File: config.mk
export PLATFORM = sky130hd
export DESIGN_NAME = mns_ctrl
export DESIGN_NICKNAME = d
export VERILOG_FILES = /design/src/design/mns_pkg.sv /design/src/design/mns_ctrl.sv
export SDC_FILE = /design/constraint.sdc
export NUM_CORES = 1
export LEC_CHECK = 0
export ABC_AREA = 1
export BUFFER_PORTS_ARGS = -buffer_cell sky130_fd_sc_hd__buf_2
export CORE_AREA = 2 2 39 41
export CTS_CLUSTER_DIAMETER = 40
export CTS_CLUSTER_SIZE = 25
export DETAILED_ROUTE_END_ITERATION = 12
export DIE_AREA = 0 0 41 43
export GPL_ROUTABILITY_DRIVEN = 0
export SYNTH_ARGS = -nofsm -noshare
export SYNTH_HDL_FRONTEND = slang
export SYNTH_SLANG_ARGS = --single-unit
File: constraint.sdc
create_clock -name clock -period 3.1 [get_ports clock]
set_input_delay 0.62 -clock clock [delete_from_list [all_inputs] [get_ports clock]]
set_output_delay 0.62 -clock clock [all_outputs]
set_load 0.02 [all_outputs]
File: src/design/mns_pkg.sv
package mns_pkg;

   localparam int TABLE_DEPTH_DEFAULT = 256;

   localparam int OP_W      = 3;
   localparam int INDEX_W   = 8;
   localparam int PITCH_W   = 13;
   localparam int CODE_W    = 8;
   localparam int ENTRY_W   = PITCH_W + CODE_W;
   localparam int TEMPO_W   = 10;
   localparam int COUNT_W   = 9;
   localparam int LEN_W     = 19;
   localparam int ELAPSED_W = 20;
   localparam int CSR_IDX_W = 2;

   // shared divider: widest dividend is the whole note, divisor tempo or code magnitude
   localparam int DIV_W     = 18;
   localparam int DIVISOR_W = 10;

   // sounding time is length * 9 / 10, taken by a multiply with a scaled reciprocal of ten
   // that is exact for every numerator below 2^23
   localparam int SOUND_NUM_W   = 23;
   localparam int SOUND_RECIP_W = 23;
   localparam int SOUND_PROD_W  = SOUND_NUM_W + SOUND_RECIP_W;
   localparam int SOUND_SHIFT   = 26;
   localparam int SOUND_RECIP   = 6710887;

   localparam int WHOLE_BASE  = 240000;
   localparam int SOUND_DIV   = 10;
   localparam int TEMPO_RESET = 120;

   localparam logic EVENT_NOTE   = 1'b0;
   localparam logic EVENT_FINISH = 1'b1;

   typedef enum logic [OP_W-1:0] {
      OP_TICK  = 3'd0,
      OP_PLAY  = 3'd1,
      OP_PAUSE = 3'd2,
      OP_STOP  = 3'd3,
      OP_LOAD  = 3'd4
   } op_type;

   typedef enum logic [CSR_IDX_W-1:0] {
      CSR_TEMPO = 2'd0,
      CSR_COUNT = 2'd1,
      CSR_WAIT  = 2'd2
   } csr_index_type;

   typedef struct packed {
      logic accept;
      logic start_whole;
      logic start_note;
      logic start_sound_keep;
      logic start_sound_new;
      logic emit_note;
      logic emit_finish;
   } ctrl_cmd_type;

   typedef struct packed {
      logic tick_fire;
      logic tick_finish;
      logic div_done;
      logic sound_done;
      logic code_zero;
      logic out_free;
   } dp_status_type;

endpackage

File: src/design/mns_ctrl.sv
module mns_ctrl (
   input  logic                   clock,
   input  logic                   reset,
   input  logic                   req_valid,
   output logic                   req_ready,
   input  mns_pkg::dp_status_type status,
   output mns_pkg::ctrl_cmd_type  cmd
);
   import mns_pkg::*;

   typedef enum logic [2:0] {
      ST_IDLE,
      ST_WHOLE,
      ST_NOTE,
      ST_SOUND,
      ST_EMIT_NOTE,
      ST_EMIT_FINISH
   } state_type;

   state_type state_ff;
   state_type state_in;

   always_comb begin
      cmd      = '0;
      state_in = state_ff;
      case (state_ff)
         ST_IDLE: begin
            if (req_valid) begin
               cmd.accept = 1'b1;
               if (status.tick_fire) begin
                  if (status.tick_finish) begin
                     state_in = ST_EMIT_FINISH;
                  end else begin
                     cmd.start_whole = 1'b1;
                     state_in        = ST_WHOLE;
                  end
               end
            end
         end
         ST_WHOLE: begin
            if (status.div_done) begin
               // zero code keeps the previous length
               if (status.code_zero) begin
                  cmd.start_sound_keep = 1'b1;
                  state_in             = ST_SOUND;
               end else begin
                  cmd.start_note = 1'b1;
                  state_in       = ST_NOTE;
               end
            end
         end
         ST_NOTE: begin
            if (status.div_done) begin
               cmd.start_sound_new = 1'b1;
               state_in            = ST_SOUND;
            end
         end
         ST_SOUND: begin
            if (status.sound_done) begin
               state_in = ST_EMIT_NOTE;
            end
         end
         ST_EMIT_NOTE: begin
            if (status.out_free) begin
               cmd.emit_note = 1'b1;
               state_in      = ST_IDLE;
            end
         end
         ST_EMIT_FINISH: begin
            if (status.out_free) begin
               cmd.emit_finish = 1'b1;
               state_in        = ST_IDLE;
            end
         end
         default: state_in = ST_IDLE;
      endcase
   end

   always_ff @(posedge clock) begin
      if (reset) begin
         state_ff <= ST_IDLE;
      end else begin
         state_ff <= state_in;
      end
   end

   assign req_ready = (state_ff == ST_IDLE);

endmodule

==> results of run 1 <==
==> where the power goes <==
part | internal (mW) | total, mW | switching [mW]
Sequential | 0.0535 | 0.0787 | 0.0253
Combinational | 0.0742 | 0.213 | 0.139
Clock | 0.0482 | 0.0673 | 0.0191
Total | 0.176 | 0.359 | 0.184
==> cell type report <==
type / instances / area share [%]
clock buffer: 4 / 6.44
inverter: 12 / 11.0
multi-input combinational: 37 / 43.3
sequential: 3 / 14.7
tap: 16 / 4.91
timing repair buffer: 16 / 19.6
==> cells in the mapped netlist <==
library cell,count
nand3_1,2
nand2_2,2
nand3_2,2
inv_1,10
dfxtp_1,3
a21oi_1,2
o21ai_0,1
nor2_1,9
o211ai_1,1
inv_2,2
nand2_1,12
nand4_1,2
buf_6,1
nor3_1,4
==> cells by family after synthesis <==
group	Yosys count	synth area share (%)
AOI/OAI and AO/OA	4	7.69
buffers and inverters	13	19.2
DFF	3	20.5
and+or+nand+nor	33	52.6
==> worst paths after layout <==
kind	from	end	slack (ns)
worst max register to register	state_ff[0]	state_ff[1]	1.93
worst max-delay path	state_ff[0]	cmd[5]	1.26
worst min register to register	state_ff[1]	state_ff[1]	0.64
worst min-delay path	state_ff[1]	state_ff[1]	0.64
==> worst max-delay path, cell delays in order, from the launching register on <==
cell and delay, ns:
dfxtp_1 0.38, nor2_1 0.18, nand2_1 0.11, nor3_1 0.13
buf_2 0.19
==> per-layer routing <==
layer	part of all wire, %	up-vias	GRT usage (%)
li1	-	203	-
met1	47	153	10.9
met2	48	9	16.9
met3	5.6	0	4.71
met4	0	0	2.00
met5	0	-	0
==> per-stage QoR <==
step,setup slack (ns),hold WS (ns)
6_report,1.26,0.636
5_1_grt,1.11,0.663
4_1_cts,1.22,0.641
3_5_place_dp,1.34,0.636
3_3_place_gp,1.37,0.639
2_1_floorplan,1.28,0.581
==> flow_summary.json, run 1 <==
{
  "status": "finished, final reports clean",
  "mostFrequentLayoutCell": "buf_2",
  "worst_skew_pair.late_latency_ns": 0.23,
  "synth_seq_cells": 3,
  "per_cell_routed_wire_length_um": 7.67,
  "antenna_nets_post_route": 0,
  "tritoncts": "yes",
  "registers.top_by_ff_count": "state_ff",
  "synthCells": 53,
  "drv.max_cap_violation_count": 0,
  "multi_input_area_um2": 176,
  "antenna_cells_inserted": 0,
  "cts_htree_levels": 1,
  "io_buffer_count": 16,
  "yosys_warnings": 0,
  "drive_above_1_share_pct": 34.7,
  "first_pass_grt_wire_length_um": 1240,
  "largestRegisters": "state_ff x3",
  "most-common-layout-cells": "buf_2 (16), nand2_1 (12), inv_1 (10)",
  "total_power_mw": 0.359,
  "cts_inserted_buffers": 3,
  "finish.utilization_pct": 29.5,
  "area_delta_synth_final_pct": 39.3,
  "hold_path_stages": 4,
  "post_cts.repair.setup_buffers": 0,
  "p_per_area_nw_per_um2": 881,
  "timing_hold_violations_final": 0,
  "drt-total-wl_um": 675,
  "synthDominantCellAreaShare_pct": 20.5,
  "dr.first_iter.drc_count": 8,
  "globalRoute.totalOverflow": 0,
  "clock_sinks": 3,
  "via_count": 365,
  "worst-path-max-fanout": 9,
  "hp-class": "reg -> reg",
  "setup.worst_path.end_class": "output pin",
  "dp_hpwl_um": 576,
  "yosys-top-cells-area": "dfxtp_1 (21%), nand2_1 (15%), inv_1 (13%), nor2_1 (12%), nand3_2 (6.8%)",
  "io_pins": 17,
  "first_global_vias": 357,
  "critical_path_required_ns": 2.48,
  "syn_nets": 62,
  "postLayoutCellArea_um2": 408,
  "finalNonFillerCells": 88,
  "peakVddDrop_mv": 0.258,
  "viasPerCell": 4.15,
  "worst_slew_margin_relative_to_its_limit_pct": 80.6,
  "largest_reg_flops": 3,
  "finalSetupViolCount": 0,
  "path_class": "reg -> out",
  "fill_cell_total_of_the_finished_layout": 171,
  "yosysSeqAreaShare_pct": 20.5,
  "post_cts_hold_buffer_count": 0,
  "leakagePower_nw": 0.256,
  "root_buffer": "clkbuf_4",
  "finalNetCount": 82,
  "grt_max_degree": 10,
  "slew_worst_pin_ns": 0.291,
  "initial_core_util_pct": 21.2,
  "synth.largest_area_cell": "dfxtp_1",
  "post_cts_resize_count": 0,
  "dpl_cell_area_um2": 382,
  "startpoint_type": "register",
  "syn_avg_cell_area_um2": 5.52,
  "remaining_drcs": 0,
  "detail_route.first_pass.iterations": 4,
  "drv_slew": 0,
  "finalCritPeriodShare_pct": 59.4,
  "fmaxAchievable_mhz": 543,
  "finClkSkew_ns": 0.000807,
  "die-area_um2": 1760,
  "number_of_antenna_violations_at_the_first_check_in_global_routing": 0,
  "synthDistinctLibCells": 14,
  "chipWidth_um": 41,
  "rsz0062_at_grt": "no",
  "clk_pin_slew_ns": 0.04,
  "period_minus_slack_ns": 1.84,
  "globalRouteTotalUtil_pct": 10.0,
  "register_cell_area_after_layout_um2": 60.1,
  "clk_path_buf_depth": 2,
  "placeableCoreArea_um2": 1380,
  "die_h_um": 43,
  "synthesis.area_um2": 293,
  "totalNegativeSetupSlack_ns": 0,
  "num_rows": 14,
  "cp_data_arrival_time_ns": 1.22,
  "reg2reg_depth": 7,
  "placed_cells_incl_taps": 84
}
No activity file was read; power rests on OpenSTA's default activity.
==> inputs of run 2 (changes only) <==
==> constraint.sdc (replaced) <==
create_clock -name clock -period 1.8 [get_ports clock]
set_input_delay 0.36 -clock clock [delete_from_list [all_inputs] [get_ports clock]]
set_output_delay 0.36 -clock clock [all_outputs]
set_load 0.02 [all_outputs]
==> flow_summary.json, run 2 (synthesized netlist as in run 1, its figures left out) <==
{
  "status": "finished, final reports clean",
  "viasPerCell": 4.11,
  "root_buffer": "clkbuf_4",
  "via_count": 362,
  "remaining_drcs": 0,
  "setup.worst_path.end_class": "output pin",
  "first_pass_grt_wire_length_um": 1060,
  "largestRegisters": "state_ff x3",
  "groute.layer.met1.usage_pct": 9.58,
  "tritoncts": "yes",
  "most-common-layout-cells": "buf_2 (16), nand2_1 (12), inv_1 (10)",
  "antenna_nets_post_route": 0,
  "die_h_um": 43,
  "timing.hold.worst_endpoint": "state_ff[0]",
  "cts_htree_levels": 1,
  "clk_pin_slew_ns": 0.04,
  "chipWidth_um": 41,
  "worst_slew_margin_relative_to_its_limit_pct": 79.5,
  "path_class": "reg -> out",
  "r2r-start": "state_ff[0]",
  "drv_slew": 0,
  "grt-busiest-layer": "met2",
  "detail_route.first_pass.iterations": 2,
  "first_global_vias": 309,
  "hold_path_stages": 4,
  "worst_skew_pair.late_latency_ns": 0.24,
  "finalCritPeriodShare_pct": 89.8,
  "drv.max_cap_violation_count": 0,
  "per_cell_routed_wire_length_um": 7.83,
  "num_rows": 14,
  "drive_above_1_share_pct": 34.7,
  "mostFrequentLayoutCell": "buf_2",
  "registers.top_by_ff_count": "state_ff",
  "globalRouteTotalUtil_pct": 9.22,
  "globalRouteMet3Util_pct": 1.57,
  "post_cts_hold_buffer_count": 0,
  "startpoint_type": "register",
  "endpoint_of_the_most_critical_register_to_register_path": "state_ff[0]",
  "post_cts.repair.setup_buffers": 0,
  "p_per_area_nw_per_um2": 1520,
  "final.setup.worst_slack_ns": 0.184,
  "cts_inserted_buffers": 3,
  "rsz0062_at_grt": "no",
  "dp_hpwl_um": 571,
  "hold_path_startpoint": "reset",
  "number_of_antenna_violations_at_the_first_check_in_global_routing": 0,
  "pre_cts_slack_ns": 0.450,
  "finalNetCount": 82,
  "worst-path-max-fanout": 9,
  "globalRoute.totalOverflow": 0,
  "grt_max_degree": 10,
  "met2_usage_pct": 13.8,
  "period_minus_slack_ns": 1.62,
  "slew_worst_pin_ns": 0.306,
  "clock_sinks": 3,
  "drt-total-wl_um": 689,
  "area_delta_synth_final_pct": 39.3,
  "io_pins": 17,
  "timing.hold.ws_ns": 0.383,
  "initial_core_util_pct": 21.2,
  "reg2reg_depth": 7,
  "post_cts_resize_count": 0,
  "clk_path_buf_depth": 2,
  "totalNegativeSetupSlack_ns": 0,
  "dr.first_iter.drc_count": 4,
  "peakVddDrop_mv": 0.397,
  "finClkSkew_ns": 0.00662,
  "hp-class": "in -> reg",
  "die-area_um2": 1760,
  "largest_reg_flops": 3,
  "cp_data_arrival_time_ns": 1.26,
  "leakagePower_nw": 0.256,
  "finalSetupViolCount": 0,
  "antenna_cells_inserted": 0,
  "io_buffer_count": 16,
  "fmaxAchievable_mhz": 619,
  "timing_hold_violations_final": 0,
  "ff2ff_setup_slack_ns": 0.62,
  "critical_path_required_ns": 1.44,
  "placeableCoreArea_um2": 1380
}
[run 2: cell counts in the layout (fill, tap and decap cells not counted)]
No cell type changed its count.
[run 2: layout make-up]
class | count | area, um^2
fillers | 160 | 976
inverters | 12 | 45.0
multi-input cells | 37 | 176
repair buffers | 16 | 80.1
well taps | 16 | 20.0
flip-flops and latches | 3 | 60.1
clock buffers | 4 | 26.3
[run 2: worst max-delay path, stage by stage (launching register included)]
cell and delay, ns:
dfxtp_1 0.39, nor2_1 0.20, nand2_1 0.11, nor3_1 0.13, buf_2 0.19
[run 2: worst max path at each step]
stage / startpoint / end / slack, ns / depth (start not counted)
after global routing: state_ff[0] / cmd[5] / 0.06 / 4
after global placement: state_ff[0] / cmd[5] / 0.50 / 4
after detailed placement: state_ff[0] / cmd[5] / 0.45 / 4
after CTS: state_ff[0] / cmd[5] / 0.18 / 4
final: state_ff[0] / cmd[5] / 0.18 / 4
after floorplan: state_ff[0] / cmd[5] / 0.33 / 4
[run 2: stage by stage]
step / power (mW) / utilization, % / instance area [um^2] / std cells
floorplan: 0.434 / - / 293 / 53
global placement: 0.502 / 27.6 / 382 / 84
detailed placement: 0.501 / 27.6 / 382 / 84
CTS: 0.630 / 29.5 / 408 / 88
global route: 0.688 / 29.5 / 408 / 88
finish: 0.622 / 29.5 / 408 / 88
[run 2: power by group]
part / internal, mW / leakage (nW) / total [mW] / switching (mW)
logic: 0.128 / 0.216 / 0.362 / 0.234
clock network: 0.0834 / 0.0150 / 0.122 / 0.0390
registers: 0.0920 / 0.0248 / 0.137 / 0.0451
[run 2: per-layer routing]
layer | vias up | share of wire, %
met3 | 2 | 5.7
met2 | 9 | 49
li1 | 203 | -
met1 | 148 | 43
met5 | - | 0
met4 | 0 | 2.2
